===== src/sv/rmig_pkg.sv =====
// Shared types and constants for the revolution mesh index generator.
// No dependencies; compiled first.
`timescale 1ns / 1ps

package rmig_pkg;

    localparam int MAX_PROFILE   = 64;
    localparam int MAX_INSTANCES = 256;

    localparam int P_W    = 7;   // profile_points register
    localparam int N_W    = 9;   // instance_count register
    localparam int INST_W = 8;   // instance walk index
    localparam int SEG_W  = 6;   // segment walk index
    localparam int IDX_W  = 15;  // vertex index width
    localparam int CFG_IDX_W  = 2;
    localparam int CFG_DATA_W = 9;

    // register indexes on the config port
    localparam logic [CFG_IDX_W-1:0] REG_PROFILE_POINTS = 2'd0;
    localparam logic [CFG_IDX_W-1:0] REG_INSTANCE_COUNT = 2'd1;
    localparam logic [CFG_IDX_W-1:0] REG_CAPS_ENABLE    = 2'd2;

    typedef enum logic [1:0] {
        PH_BAND   = 2'd0,
        PH_BOTTOM = 2'd1,
        PH_TOP    = 2'd2
    } t_phase;

    typedef struct packed {
        t_phase             phase;
        logic [INST_W-1:0]  inst;
        logic [SEG_W-1:0]   seg;
        logic               half;
    } t_walk;

    // clamped configuration as the datapath sees it
    typedef struct packed {
        logic [P_W-1:0]  p;
        logic [N_W-1:0]  n;
        logic            caps;
    } t_cfg;

    typedef struct packed {
        logic [IDX_W-1:0] c0;
        logic [IDX_W-1:0] c1;
        logic [IDX_W-1:0] c2;
        logic             odd;
        logic             is_cap;
        logic             last;
    } t_tri;

endpackage


===== src/sv/rmig_step_if.sv =====
// Input channel: valid/ready handshake carrying the restart flag.
// Self-contained; no package dependency.
`timescale 1ns / 1ps

interface rmig_step_if;
    logic valid;
    logic ready;
    logic restart;

    modport source (output valid, output restart, input ready);
    modport sink   (input valid, input restart, output ready);
endinterface


===== src/sv/rmig_tri_if.sv =====
// Result channel: valid/ready handshake carrying one triangle per beat.
// Depends on rmig_pkg for the index width.
`timescale 1ns / 1ps

interface rmig_tri_if;
    logic                        valid;
    logic                        ready;
    logic [rmig_pkg::IDX_W-1:0]  corner_first;
    logic [rmig_pkg::IDX_W-1:0]  corner_second;
    logic [rmig_pkg::IDX_W-1:0]  corner_third;
    logic                        odd_face;
    logic                        is_cap;
    logic                        last_face;

    modport source (output valid, output corner_first, output corner_second,
                    output corner_third, output odd_face, output is_cap,
                    output last_face, input ready);
    modport sink   (input valid, input corner_first, input corner_second,
                    input corner_third, input odd_face, input is_cap,
                    input last_face, output ready);
endinterface


===== src/sv/revolution_mesh_index_generator.sv =====
// Revolution mesh index generator: one triangle index triple per input beat.
// The triangle appears on o_tri the cycle after the beat is taken.
// Throughput 1 beat per cycle while o_tri is ready; the output register frees in the same cycle it drains.
// Synchronous active-low reset: walk at first band triangle, output empty,
// registers at profile_points 2, instance_count 3, caps off.
// Depends on rmig_pkg, rmig_step_if, rmig_tri_if, rmig_tri_calc.
`timescale 1ns / 1ps

module revolution_mesh_index_generator (
    input  logic                            i_clk,
    input  logic                            i_rst_n,
    rmig_step_if.sink                       i_step,
    rmig_tri_if.source                      o_tri,
    input  logic                            i_cfg_we,
    input  logic [rmig_pkg::CFG_IDX_W-1:0]  i_cfg_idx,
    input  logic [rmig_pkg::CFG_DATA_W-1:0] i_cfg_data
);
    import rmig_pkg::*;

    // configuration registers, raw as written
    logic [P_W-1:0] r_profile_points;
    logic [N_W-1:0] r_instance_count;
    logic           r_caps_enable;

    // walk position and output stage
    t_walk r_walk;
    t_walk n_walk;
    t_walk cur;      // walk position after restart and sanity clears
    t_cfg  cfg;
    t_tri  tri_c;
    t_tri  r_out;
    logic  r_out_valid;

    logic  in_acc;
    logic  cfg_hit;
    logic  inst_last;
    logic  seg_last;
    logic [P_W-1:0] p_m2;

    // ---------------- configuration ----------------
    assign cfg_hit = i_cfg_we && (i_cfg_idx == REG_PROFILE_POINTS
                               || i_cfg_idx == REG_INSTANCE_COUNT
                               || i_cfg_idx == REG_CAPS_ENABLE);

    always_ff @(posedge i_clk) begin
        if (!i_rst_n) begin
            r_profile_points <= P_W'(2);
            r_instance_count <= N_W'(3);
            r_caps_enable    <= 1'b0;
        end else if (i_cfg_we) begin
            case (i_cfg_idx)
                REG_PROFILE_POINTS: r_profile_points <= i_cfg_data[P_W-1:0];
                REG_INSTANCE_COUNT: r_instance_count <= i_cfg_data[N_W-1:0];
                REG_CAPS_ENABLE:    r_caps_enable    <= i_cfg_data[0];
                default: ;          // unmapped index: ignored
            endcase
        end
    end

    // clamp to the supported mesh size
    always_comb begin
        cfg.caps = r_caps_enable;
        if (r_profile_points < P_W'(2))
            cfg.p = P_W'(2);
        else if (r_profile_points > P_W'(MAX_PROFILE))
            cfg.p = P_W'(MAX_PROFILE);
        else
            cfg.p = r_profile_points;
        if (r_instance_count < N_W'(2))
            cfg.n = N_W'(2);
        else if (r_instance_count > N_W'(MAX_INSTANCES))
            cfg.n = N_W'(MAX_INSTANCES);
        else
            cfg.n = r_instance_count;
    end

    // ---------------- handshake ----------------
    // Output register acts as the only stage; it can take a new beat
    // whenever it is empty or being drained this cycle.
    assign i_step.ready = !r_out_valid || o_tri.ready;
    assign in_acc       = i_step.valid && i_step.ready;

    // ---------------- walk: current position ----------------
    always_comb begin
        cur = r_walk;
        if (i_step.restart || !(r_walk.phase == PH_BAND
                             || r_walk.phase == PH_BOTTOM
                             || r_walk.phase == PH_TOP))
            cur = '{phase: PH_BAND, inst: '0, seg: '0, half: 1'b0};
        if (!cfg.caps && cur.phase != PH_BAND)
            cur = '{phase: PH_BAND, inst: '0, seg: '0, half: 1'b0};
        if ({1'b0, cur.inst} >= cfg.n)
            cur.inst = '0;
        if ({1'b0, cur.seg} > p_m2)
            cur.seg = '0;
    end

    assign p_m2      = cfg.p - P_W'(2);
    assign inst_last = ({1'b0, cur.inst} == (cfg.n - N_W'(1)));
    assign seg_last  = ({1'b0, cur.seg} == p_m2);

    // ---------------- walk: next position ----------------
    always_comb begin
        n_walk = cur;
        case (cur.phase)
            PH_BAND: begin
                if (!cur.half) begin
                    n_walk.half = 1'b1;
                end else begin
                    n_walk.half = 1'b0;
                    if (!seg_last) begin
                        n_walk.seg = cur.seg + SEG_W'(1);
                    end else begin
                        n_walk.seg = '0;
                        if (!inst_last) begin
                            n_walk.inst = cur.inst + INST_W'(1);
                        end else begin
                            // band done: caps follow if enabled, else wrap
                            n_walk.inst  = '0;
                            n_walk.phase = cfg.caps ? PH_BOTTOM : PH_BAND;
                        end
                    end
                end
            end
            PH_BOTTOM, PH_TOP: begin
                if (!inst_last) begin
                    n_walk.inst = cur.inst + INST_W'(1);
                end else begin
                    n_walk.inst  = '0;
                    n_walk.phase = (cur.phase == PH_BOTTOM) ? PH_TOP : PH_BAND;
                end
            end
            default: begin
                n_walk = '{phase: PH_BAND, inst: '0, seg: '0, half: 1'b0};
            end
        endcase
    end

    always_ff @(posedge i_clk) begin
        if (!i_rst_n || cfg_hit) begin
            // any register write restarts the mesh
            r_walk <= '{phase: PH_BAND, inst: '0, seg: '0, half: 1'b0};
        end else if (in_acc) begin
            r_walk <= n_walk;
        end
    end

    // ---------------- corner arithmetic ----------------
    rmig_tri_calc u_calc (
        .i_walk (cur),
        .i_cfg  (cfg),
        .o_tri  (tri_c)
    );

    // ---------------- output register ----------------
    always_ff @(posedge i_clk) begin
        if (!i_rst_n) begin
            r_out_valid <= 1'b0;
        end else if (in_acc) begin
            r_out_valid <= 1'b1;
        end else if (o_tri.ready) begin
            r_out_valid <= 1'b0;
        end
    end

    always_ff @(posedge i_clk) begin
        if (in_acc) begin
            r_out <= tri_c;
        end
    end

    assign o_tri.valid         = r_out_valid;
    assign o_tri.corner_first  = r_out.c0;
    assign o_tri.corner_second = r_out.c1;
    assign o_tri.corner_third  = r_out.c2;
    assign o_tri.odd_face      = r_out.odd;
    assign o_tri.is_cap        = r_out.is_cap;
    assign o_tri.last_face     = r_out.last;

    // ---------------- assertions ----------------
    // a restart beat always yields the first band triangle, starting at vertex 0
    a_restart_first: assert property (@(posedge i_clk) disable iff (!i_rst_n)
        in_acc && i_step.restart |=>
            r_out.c0 == '0 && !r_out.is_cap && !r_out.odd)
        else $error("restart did not produce the first band triangle");

    // after the final triangle the walk is back at the start
    a_last_wraps: assert property (@(posedge i_clk) disable iff (!i_rst_n)
        in_acc && tri_c.last && !cfg_hit |=>
            r_walk.phase == PH_BAND && r_walk.inst == '0
            && r_walk.seg == '0 && !r_walk.half)
        else $error("walk did not wrap after the last triangle");

    // with caps off no cap triangle is produced
    a_no_caps: assert property (@(posedge i_clk) disable iff (!i_rst_n)
        in_acc && !r_caps_enable |=> !r_out.is_cap)
        else $error("cap triangle produced with caps disabled");

endmodule


===== src/sv/rmig_tri_calc.sv =====
// Triangle corner arithmetic for one walk position.
// Depends on rmig_pkg (walk, config and triangle structs).
`timescale 1ns / 1ps

module rmig_tri_calc (
    input  rmig_pkg::t_walk i_walk,
    input  rmig_pkg::t_cfg  i_cfg,
    output rmig_pkg::t_tri  o_tri
);
    import rmig_pkg::*;

    logic              inst_last;
    logic [INST_W-1:0] nxt;
    logic [IDX_W-1:0]  base_i;
    logic [IDX_W-1:0]  base_n;
    logic [IDX_W:0]    pole_full;
    logic [IDX_W-1:0]  pole;
    logic [IDX_W-1:0]  a;
    logic [IDX_W-1:0]  b;
    logic [IDX_W-1:0]  p_x;
    logic [P_W-1:0]    p_m2;

    assign inst_last = ({1'b0, i_walk.inst} == (i_cfg.n - N_W'(1)));
    assign nxt       = inst_last ? '0 : i_walk.inst + INST_W'(1);
    assign p_x       = IDX_W'(i_cfg.p);
    assign p_m2      = i_cfg.p - P_W'(2);

    assign base_i    = p_x * IDX_W'(i_walk.inst);
    assign base_n    = p_x * IDX_W'(nxt);
    assign pole_full = (IDX_W + 1)'(i_cfg.p) * (IDX_W + 1)'(i_cfg.n);
    assign pole      = pole_full[IDX_W-1:0];

    assign a = base_i + IDX_W'(i_walk.seg);
    assign b = base_n + IDX_W'(i_walk.seg);

    always_comb begin
        o_tri = '0;
        case (i_walk.phase)
            PH_BAND: begin
                o_tri.c0     = a;
                o_tri.c1     = i_walk.half ? b + IDX_W'(1) : b;
                o_tri.c2     = i_walk.half ? a + IDX_W'(1) : b + IDX_W'(1);
                o_tri.odd    = i_walk.half;
                o_tri.is_cap = 1'b0;
                o_tri.last   = !i_cfg.caps && inst_last && i_walk.half
                               && ({1'b0, i_walk.seg} == p_m2);
            end
            PH_BOTTOM: begin
                o_tri.c0     = pole;
                o_tri.c1     = base_n;
                o_tri.c2     = base_i;
                o_tri.odd    = i_walk.inst[0];
                o_tri.is_cap = 1'b1;
                o_tri.last   = 1'b0;
            end
            default: begin  // top cap
                o_tri.c0     = pole + IDX_W'(1);
                o_tri.c1     = base_i + p_x - IDX_W'(1);
                o_tri.c2     = base_n + p_x - IDX_W'(1);
                o_tri.odd    = i_cfg.n[0] ^ i_walk.inst[0];
                o_tri.is_cap = 1'b1;
                o_tri.last   = inst_last;
            end
        endcase
    end

endmodule

===== src/flat_wrapper.sv =====
// flat-port wrapper written by rule: the top's interface ports become plain ports
module revolution_mesh_index_generator_flat import rmig_pkg::*;
  (i_clk, i_rst_n, i_cfg_we, i_cfg_idx, i_cfg_data, i_step_valid, i_step_restart, i_step_ready, o_tri_valid, o_tri_corner_first, o_tri_corner_second, o_tri_corner_third, o_tri_odd_face, o_tri_is_cap, o_tri_last_face, o_tri_ready);
  rmig_step_if i_step_i ();
  rmig_tri_if o_tri_i ();
  input  logic i_clk;
  input  logic i_rst_n;
  input  logic i_cfg_we;
  input  logic [rmig_pkg::CFG_IDX_W-1:0] i_cfg_idx;
  input  logic [rmig_pkg::CFG_DATA_W-1:0] i_cfg_data;
  input wire logic [$bits(i_step_i.valid)-1:0] i_step_valid;
  input wire logic [$bits(i_step_i.restart)-1:0] i_step_restart;
  output wire logic [$bits(i_step_i.ready)-1:0] i_step_ready;
  output wire logic [$bits(o_tri_i.valid)-1:0] o_tri_valid;
  output wire logic [$bits(o_tri_i.corner_first)-1:0] o_tri_corner_first;
  output wire logic [$bits(o_tri_i.corner_second)-1:0] o_tri_corner_second;
  output wire logic [$bits(o_tri_i.corner_third)-1:0] o_tri_corner_third;
  output wire logic [$bits(o_tri_i.odd_face)-1:0] o_tri_odd_face;
  output wire logic [$bits(o_tri_i.is_cap)-1:0] o_tri_is_cap;
  output wire logic [$bits(o_tri_i.last_face)-1:0] o_tri_last_face;
  input wire logic [$bits(o_tri_i.ready)-1:0] o_tri_ready;
  assign i_step_i.valid = i_step_valid;
  assign i_step_i.restart = i_step_restart;
  assign i_step_ready = i_step_i.ready;
  assign o_tri_valid = o_tri_i.valid;
  assign o_tri_corner_first = o_tri_i.corner_first;
  assign o_tri_corner_second = o_tri_i.corner_second;
  assign o_tri_corner_third = o_tri_i.corner_third;
  assign o_tri_odd_face = o_tri_i.odd_face;
  assign o_tri_is_cap = o_tri_i.is_cap;
  assign o_tri_last_face = o_tri_i.last_face;
  assign o_tri_i.ready = o_tri_ready;
  revolution_mesh_index_generator u_core (.i_clk(i_clk), .i_rst_n(i_rst_n), .i_step(i_step_i), .o_tri(o_tri_i), .i_cfg_we(i_cfg_we), .i_cfg_idx(i_cfg_idx), .i_cfg_data(i_cfg_data));
endmodule

===== config.mk =====
export PLATFORM = sky130hd
export DESIGN_NAME = revolution_mesh_index_generator_flat
export DESIGN_NICKNAME = d
export VERILOG_FILES = /design/src/sv/rmig_pkg.sv /design/src/sv/rmig_step_if.sv /design/src/sv/rmig_tri_if.sv /design/src/sv/revolution_mesh_index_generator.sv /design/src/sv/rmig_tri_calc.sv /design/src/flat_wrapper.sv
export SDC_FILE = /design/constraint.sdc
export NUM_CORES = 1
export LEC_CHECK = 0
export ABC_AREA = 1
export BUFFER_PORTS_ARGS = -buffer_cell sky130_fd_sc_hd__buf_2
export CAP_MARGIN = 20
export CORE_MARGIN = 1
export CORE_UTILIZATION = 55
export DETAILED_ROUTE_END_ITERATION = 7
export PLACE_DENSITY = 0.83
export SYNTH_ARGS = -nofsm -noshare
export SYNTH_HDL_FRONTEND = slang
export SYNTH_SLANG_ARGS = --single-unit

===== constraint.sdc =====
create_clock -name i_clk -period 9.4 [get_ports i_clk]
set_input_delay 1.88 -clock i_clk [delete_from_list [all_inputs] [get_ports i_clk]]
set_output_delay 1.88 -clock i_clk [all_outputs]
set_load 0.01 [all_outputs]

==> results.md <==
- Run status: finished, final reports clean
- Number of synthesized register bits: 83
- Leak Pwr: 9.249 nW
- Routed via count: 15530
- Die H: 166.7 um
- Critical Path Sink Type: flop
- Final setup margin: 392.7 ps
- Worst EP arrival: 9130 ps
- Area grow syn2layout: 14.75%
- Finish-stage setup viols: 0
- Max VDD drop: 0.00007484 V
- R2r startpoint: u_core.r_instance_count[6]
- Avg Vias per Cell: 5.698
- Skew final: 14.49 ps
- Startpoint Class: primary input
- Die area: 0.02779 sq mm
- Cells after synthesis: 2245
- Synth Area per Inst: 6.647 sq um
- Routed WL: 46110 um
- Yosys top cell area share: 0.1551
- Core area: 0.02635 sq mm
- Max Buffers Root-to-Sink: 2
- Worst setup path startpoint: i_step_restart
- Post-layout min period: 9007 ps
- Post-synthesis sequential area ratio: 0.1436
- Number of flops mapped to enable cells by yosys: 48
- Die W: 166.7 um
- Layout Nets: 2682
- Row count: 59
- PortBufs: 66
- Detailed placement HPWL: 36110 um
- Max-cap viol count: 0
- Fillers: 2321
- TritonCTS clock tree: done
- Pre-CTS setup slack: -215.9 ps
- Area leader, netlist: ha_1
- Switching share of power: 0.3910
- Hold Startpoint: u_core.r_walk[5]
- Fin crit share: 0.9582
- # diodes: 0
- First-pass GRT wire length: 72640 um
- HP Class: reg2reg
- DRT iter0 DRCs: 1569
- CTS buffer count: 9
- Synthesized cell area: 0.01492 sq mm
- Worst Path Max Fanout: 8
- Yosys cell types: 56
- Max-slew headroom: 0.2668
- Share of flip-flops with an asynchronous set or reset: 0
- Primary FF master, synth: edfxtp_1
- Io pins: 67
- Critical path class: in2reg
- Critical path's most frequent cell: nand2_1
- Largest net degree at the start of global routing: 76
- Measured slew at the worst slew-check pin: 1098 ps
- Top cells by area, synth: ha_1, nand2_1, fa_1, inv_1, edfxtp_1
- Number of hold buffers added after CTS: 0
- Count of final hold-check violations: 0
- RD Place Congestion: 1.006
- P_sw: 478.7 uW
- Initial Util: 0.5662
- Syn nets: 2542
- Clock power share: 0.312
- Fmax: 111.0 MHz
- Vias in the first global route: 14570
- Worst skew pair latency: 360 ps
- Worst-path clk slew: 80 ps
- Layout cells sized above 1: 0.1448
- Routed len/inst: 16.92 um
- Pwr Density: 71.50 mW/mm^2
- GRT Overall Usage: 0.3278
- Pwr Total: 1.224 mW
- CP Data Required Time: 9530 ps
- Initial antenna violation count: 0
- Slowest CP cell: fa_1
- Gate power share: 0.354
- Post-detailed-route count of antenna-violating nets: 0
- Root Buffer: clkbuf_16
- Pint: 745.5 uW
- Max H-tree Level: 3
- GR Overflow Total: 0
- Fin. max-slew vios: 0
- TritonCTS Sinks: 83
- Crit path largest cell delay: 480 ps
- Flop pwr share: 0.334
- YS warnings: 0
- Residual DRC: 0
- Drt first pass iters: 6
[cells in the mapped netlist, types with 2 or more instances]
cell,instances
o22ai_1,17
a21o_1,3
nand4_1,48
nor2_1,231
nand2_2,12
o21ai_1,4
or2_2,8
o21a_1,3
xnor2_1,22
inv_1,401
nor3_1,16
nand3_1,145
edfxtp_1,48
a41oi_1,3
o21ai_0,89
buf_2,5
fa_1,95
inv_2,12
nand3_2,3
nand2_1,580
clkbuf_1,40
clkinv_1,3
a22oi_1,4
nor4_1,4
nor2_2,10
o21bai_1,6
nand3b_1,12
a21oi_1,91
dfxtp_1,35
nor2_4,3
a21oi_2,2
ha_1,185
o211ai_1,4
a31oi_1,5
xor2_1,55
o221ai_1,12
o2111ai_1,5
buf_1,3
nor3_2,2
buf_4,2
and2_1,2
[power groups by stage]
stage | Clock (mW) | Sequential, mW | Combinational, mW
final | 0.382 | 0.409 | 0.434
after global routing | 0.392 | 0.411 | 0.473
after CTS | 0.379 | 0.409 | 0.399
after detailed placement | 0 | 0.417 | 0.396
after global placement | 0 | 0.417 | 0.389
after floorplan | 0 | 0.423 | 0.262
[repair_timing]
item                       4_1_cts  5_1_grt
hold endpoints to repair         0        0
buffers inserted                 0        9
setup endpoints to repair        0       18
resized for setup                0      109
[final cells by class]
type,count,area (sq um),area share
multi-input combinational,1694,11460,0.6693
sequential,83,2142,0.1251
inverter,417,1570,0.09171
timing repair buffer,180,1224,0.07146
tap,335,419.2,0.02448
clock buffer,9,225.2,0.01315
clock inverter,7,81.33,0.004750
[routing by layer]
| metal | up-vias | wire, um | part of all wire | GRT usage |
|---|---|---|---|---|
| li1 | 7448 | - | - | - |
| met1 | 7178 | 19310 | 0.42 | 0.4289 |
| met2 | 779 | 20690 | 0.45 | 0.5435 |
| met3 | 121 | 4534 | 0.098 | 0.05989 |
| met4 | 0 | 1577 | 0.034 | 0.1111 |
| met5 | - | 0 | 0 | 0 |
[path summary, 6_finish.rpt]
check / to / slack, ps / cells after the start
worst max-delay path: u_core.o_tri.corner_third[13] / 390 / 52
worst min-delay path: u_core.r_walk[5] / 470 / 2
worst max register to register: u_core.o_tri.corner_third[13] / 800 / 51
worst min register to register: u_core.r_walk[5] / 470 / 2
[cells by family (layout without fill, tap and decap cells)]
logic type / Yosys count / after routing / share of synthesized area
xor gates and xnor gates: 78 / 78 / 0.04629
DFF: 83 / 83 / 0.1436
AOI/OAI and AO/OA: 256 / 256 / 0.1000
and+or+nand+nor: 1080 / 1080 / 0.3082
adders and majority gates: 280 / 280 / 0.2826
buffers and inverters: 468 / 613 / 0.1193
[critical path, delay by kind of cell]
kind	cells	cell delay, ps
fa+ha+maj	7	2380
compound gates	1	190
simple gates	34	3700
buf+inv	10	920
[flip-flops by register name, summed over array words and instances (netlist names), 7 cells and up]
| register | count |
|---|---|
| u_core.r_profile_points | 7 |
| u_core.o_tri.corner_first | 15 |
| u_core.r_instance_count | 9 |
| u_core.o_tri.corner_third | 15 |
| u_core.o_tri.corner_second | 15 |
| u_core.r_walk | 17 |
[through the flow]
stage | util | TNS, ps | area, sq um | cells | hold WS (ps)
floorplan | - | 0 | 14920 | 2245 | 445.3
global placement | 0.6163 | -16.66 | 16240 | 2699 | 454.5
detailed placement | 0.6163 | -1031 | 16240 | 2699 | 456.7
CTS | 0.6279 | 0 | 16550 | 2715 | 468.5
global route | 0.6497 | -635.7 | 17120 | 2725 | 488.2
finish | 0.6497 | 0 | 17120 | 2725 | 473.6
[placed cells by master, fill, tap and decap left out, types with 26 or more instances in the layout]
cell type and n:
nor2_1 211, inv_2 26, nand2_1 559, fa_1 95
buf_4 110, o21ai_0 87, nand3_1 135, edfxtp_1 48
a21oi_1 87, nand2_2 26, xor2_1 53, dfxtp_1 35
buf_2 65, nand4_1 48, ha_1 169, inv_1 387
Power figures use the tool's default switching activity.
